**src/design/tps_pkg.sv**
```systemverilog
// shared widths, constants and the side-band record for the triangle plane setup pipeline
package tps_pkg;

  localparam int IN_W        = 16;   // coordinate field width
  localparam int NUM_COORDS  = 9;
  localparam int DIFF_W      = 17;   // edge vector component
  localparam int PROD_W      = 34;   // edge product
  localparam int CROSS_W     = 35;   // cross product component
  localparam int MAG_W       = 34;   // cross product magnitude
  localparam int HALF_W      = 17;   // half of a magnitude for the split square
  localparam int HH_W        = 34;   // partial product of two halves
  localparam int SQ_W        = 68;   // square of a component, and the sum of squares
  localparam int Y_W         = 17;   // vertical extent fields
  localparam int Y_MARGIN    = 5;
  localparam int NORM_W      = 16;
  localparam int OFF_W       = 31;
  localparam int IN_TDATA_W  = 144;
  localparam int OUT_TDATA_W = 120;

  localparam longint OFF_MAX = 64'sd1073741823;
  localparam longint OFF_MIN = -64'sd1073741824;

  // travels with every item from input to output
  typedef struct packed {
    logic                   vld;
    logic                   degen;
    logic signed [IN_W-1:0] x1;
    logic signed [IN_W-1:0] y1;
    logic signed [IN_W-1:0] z1;
    logic signed [Y_W-1:0]  lo_y;
    logic signed [Y_W-1:0]  hi_y;
  } tps_side_t;

endpackage

```
**src/design/tps_back.sv**
```systemverilog
// back pipeline: signed normal, plane offset with saturation, and the output register
module tps_back #(
  parameter int F = 14
) (
  input  logic                                 clk,
  input  logic                                 rst_n,
  input  logic                                 adv,
  input  tps_pkg::tps_side_t                   side_i,
  input  logic [2:0][F:0]                      q_i,
  input  logic [2:0]                           sgn_i,
  output logic                                 out_vld,
  output logic [tps_pkg::OUT_TDATA_W-1:0]      out_data,
  output logic                                 out_degen
);

  localparam int QW  = F + 2;
  localparam int PW  = QW + tps_pkg::IN_W;
  localparam int OSW = (PW + 2 > 32) ? PW + 2 : 32;
  localparam int NXW = (QW > tps_pkg::NORM_W) ? QW : tps_pkg::NORM_W;
  localparam logic signed [OSW-1:0] SAT_HI = OSW'(tps_pkg::OFF_MAX);
  localparam logic signed [OSW-1:0] SAT_LO = OSW'(tps_pkg::OFF_MIN);

  // stage 1: apply signs, products with the first vertex
  tps_pkg::tps_side_t side1_r;
  logic signed [QW-1:0] qs_r [3];
  logic signed [PW-1:0] pr_r [3];

  always_ff @(posedge clk) begin
    logic signed [QW-1:0]           qs;
    logic signed [tps_pkg::IN_W-1:0] cv;
    if (!rst_n) begin
      side1_r.vld <= 1'b0;
    end else if (adv) begin
      side1_r <= side_i;
      for (int j = 0; j < 3; j++) begin
        qs = signed'({1'b0, q_i[j]});
        if (sgn_i[j]) qs = -qs;
        case (j)
          0:       cv = side_i.x1;
          1:       cv = side_i.y1;
          default: cv = side_i.z1;
        endcase
        qs_r[j] <= qs;
        pr_r[j] <= qs * cv;
      end
    end
  end

  // stage 2: output register
  logic                             vld_r;
  logic [tps_pkg::OUT_TDATA_W-1:0]  data_r, data_nxt;
  logic                             degen_r;

  always_comb begin
    logic signed [OSW-1:0] off;
    logic signed [NXW-1:0] nx;
    logic [tps_pkg::NORM_W-1:0] nrm [3];
    off = -(OSW'(pr_r[0]) + OSW'(pr_r[1]) + OSW'(pr_r[2]));
    if (off > SAT_HI) off = SAT_HI;
    if (off < SAT_LO) off = SAT_LO;
    for (int j = 0; j < 3; j++) begin
      nx     = NXW'(qs_r[j]);
      nrm[j] = side1_r.degen ? '0 : nx[tps_pkg::NORM_W-1:0];
    end
    if (side1_r.degen) off = '0;
    data_nxt = {7'b0, side1_r.hi_y, side1_r.lo_y, off[tps_pkg::OFF_W-1:0],
                nrm[2], nrm[1], nrm[0]};
  end

  always_ff @(posedge clk) begin
    if (!rst_n) begin
      vld_r <= 1'b0;
    end else if (adv) begin
      vld_r   <= side1_r.vld;
      data_r  <= data_nxt;
      degen_r <= side1_r.degen;
    end
  end

  assign out_vld   = vld_r;
  assign out_data  = data_r;
  assign out_degen = degen_r;

endmodule

```
**config.mk**
```make
export PLATFORM = sky130hd
export DESIGN_NAME = tps_back
export DESIGN_NICKNAME = d
export VERILOG_FILES = /design/src/design/tps_pkg.sv /design/src/design/tps_back.sv
export SDC_FILE = /design/constraint.sdc
export NUM_CORES = 2
export LEC_CHECK = 0
export ABC_AREA = 1
export BUFFER_PORTS_ARGS = -buffer_cell sky130_fd_sc_hd__buf_2
export CAP_MARGIN = 20
export CORE_ASPECT_RATIO = 1.4
export CORE_MARGIN = 5
export CORE_UTILIZATION = 60
export CTS_CLUSTER_SIZE = 20
export DETAILED_ROUTE_END_ITERATION = 7
export PLACE_DENSITY = 0.79
export SYNTH_ARGS = -nofsm -noshare
export SYNTH_HDL_FRONTEND = slang
export SYNTH_SLANG_ARGS = --single-unit
```
**constraint.sdc**
```tcl
create_clock -name clk -period 19.6 [get_ports clk]
set_input_delay 2.94 -clock clk [delete_from_list [all_inputs] [get_ports clk]]
set_output_delay 2.94 -clock clk [all_outputs]
set_load 0.01 [all_outputs]
```
==> run metrics <==
Synth area leader=fa_1; Yosys cell types=52; via/cell ratio=5.372; Avg Cell Area, Syn=8.874 um^2; post-DP HPWL=around 95 mm; max_slew headroom=0.3124; Clock Latency Late Sink=~0.64 ns; crit path launch type=input pin; most frequent cell after synthesis=inv_1; # hold bufs at CTS=0; routed len/inst=~18 um; share of layout cells above drive strength 1=0.07821; via count=33,190; Most used DFF post-synth=edfxtp_1; register bit total from synthesis=between 200 and 300; GRT overflow=0; synth top area cells=fa_1 37%, edfxtp_1 20%, inv_1 12%; largest net degree at the start of global routing=102; status=completed; Worst EP arrival=10.14 ns; Final min period=9.782 ns; post-cts sizing count=0; # IOs=approximately 260; Synth top cells by count=1,382 x inv_1, 847 x nand2_1, 818 x fa_1, 573 x nor2_1, 315 x ha_1; initial antenna violation count=1; vias in the first global route=approximately 36,000; endpoints failing setup=0; Worst setup EP type=flop; most used cell, CP=inv_1; DR iter-0 viols=2,386; area share of the largest cell type after synthesis=0.3686; Die ar.=about 80,000 um^2; cts bufs inserted=31; final cycle utilization of the critical path=0.4991; nets=6,460; Yosys warnings=0; setup tns final=0 ns; Pre-Repair DR Iteration Count=6; Hold Fails Final Rpt=0; DRC Markers=0; final antenna-violating net count=0; Worst Clk Skew=0.02328 ns; TritonCTS clock tree=done; Crit Path Category=input pin to flop; Buf/Inv on CP=10; Total GRT Usage=0.2907; number of enable flip-flop cells after synthesis=roughly 290; RSZ-0062 raised after global routing=false; CTS max path bufs=3; Hold Crit Class=flop to flop; sequential share of the synthesized area=0.1990; Worst Path Required=19.96 ns; Core Box Area=73,670 um^2; clk slew on worst S/H paths=approximately 0.070 ns; Async SR Flop Fraction=0; Max Cap Viol=0; WL final=113.4 mm; Root Driver=clkbuf_16; Slowest-stage cell, CP=nor4_1; Max Fanout on Critical Path=17; # fillers=6,103; Horiz. Die Dim=240.0 um; first-pass GRT wire length=183.9 mm; Layout area overhead=6.841%; CP max stage delay=0.60 ns; cell count after synthesis=5,006; delay-heaviest family, CP=adder cells; Buffers on Ports=roughly 250; Clock Sink Count=295; GP Congestion=0.9640; Post-Syn Area=between 40,000 and 50,000 um^2; fmax=102.2 MHz; post-CTS setup buffers=0; htree depth=1; final count of pins violating max slew=0; Worst-Margin Slew=1.024 ns; initial core utilization=0.6030; Core Rows=118; Die H=~330 um
## cells by family after synthesis
family,Yosys count,share of synthesized area
xor gates and xnor gates,139,0.02757
buffers and inverters,1530,0.1318
other,1,0.00008441
and+or+nand+nor,1615,0.1469
AOI/OAI and AO/OA,293,0.03729
DFF,295,0.1990
adders and majority gates,1133,0.4573
## metrics by stage
| stage | hold slack [ns] | utilization | setup slack, ns | cell area, um^2 | cells |
|---|---|---|---|---|---|
| 4_1_cts | 0.4158 | 0.6441 | 9.550 | 47450 | 6176 |
| 2_1_floorplan | 0.4003 | - | 10.37 | 44450 | 5012 |
| 5_1_grt | 0.4217 | 0.6442 | 9.330 | 47460 | 6177 |
| 3_5_place_dp | 0.4045 | 0.6305 | 8.916 | 46450 | 6118 |
| 3_3_place_gp | 0.4004 | 0.6304 | 8.791 | 46450 | 6117 |
| 6_report | 0.4155 | 0.6442 | 9.818 | 47460 | 6178 |
## layer usage
metal  vias to the layer above  wire (um)  track usage
li1                      15080          -            -
met1                     16360      39220       0.3325
met2                      1296      59750       0.5265
met3                       448       6415      0.03439
met4                         0       7989       0.1580
met5                         -          0            0
## path summary, 6_finish.rpt
path / startpoint / to / slack, ns / cells after the start
worst max register to register: pr_r[0][65]$_DFFE_PP_ / out_data[77]$_SDFFCE_PP0P_ / 15.49 / 21
worst max-delay path: q_i[0] / pr_r[0][24]$_DFFE_PP_ / 9.82 / 32
worst min-delay path: data_nxt[101]$_DFFE_PP_ / out_data[101]$_DFFE_PP_ / 0.42 / 0
worst min register to register: data_nxt[101]$_DFFE_PP_ / out_data[101]$_DFFE_PP_ / 0.42 / 0
## state kept, by name, summed over array words and instances, names as in the netlist
| name | flops |
|---|---|
| data_nxt | 34 |
| out_data | 113 |
| out_degen | 1 |
| out_vld | 1 |
| pr_r | 96 |
| qs_r | 48 |
| side1_r | 2 |
## cell usage in the layout, fill, tap and decap left out, types with 23 or more instances in the layout
master        n
edfxtp_1    293
clkbuf_16    31
o21ai_0      68
nor2_1      573
fa_1        818
xnor2_1      50
inv_1      1381
ha_1        315
buf_2       249
a21oi_1     150
nand3_1      75
nand2_1     847
nand4_1      26
xor2_1       88
inv_2        23
## layout make-up
class / count / area, um^2 / share of cell area
Tap cell: 960 / 1201 / 0.02531
Timing Repair Buffer: 264 / 1359 / 0.02863
Clock buffer: 33 / 783.3 / 0.01650
Multi-Input combinational cell: 3187 / 29750 / 0.6269
Inverter: 1413 / 5311 / 0.1119
Clock inverter: 25 / 215.2 / 0.004534
Antenna cell: 1 / 2.502 / 0.00005272
Sequential cell: 295 / 8838 / 0.1862
Power is left out: the tool's default activity adds up to more than one toggle a clock period on the data nets, which glitch-free logic cannot reach.
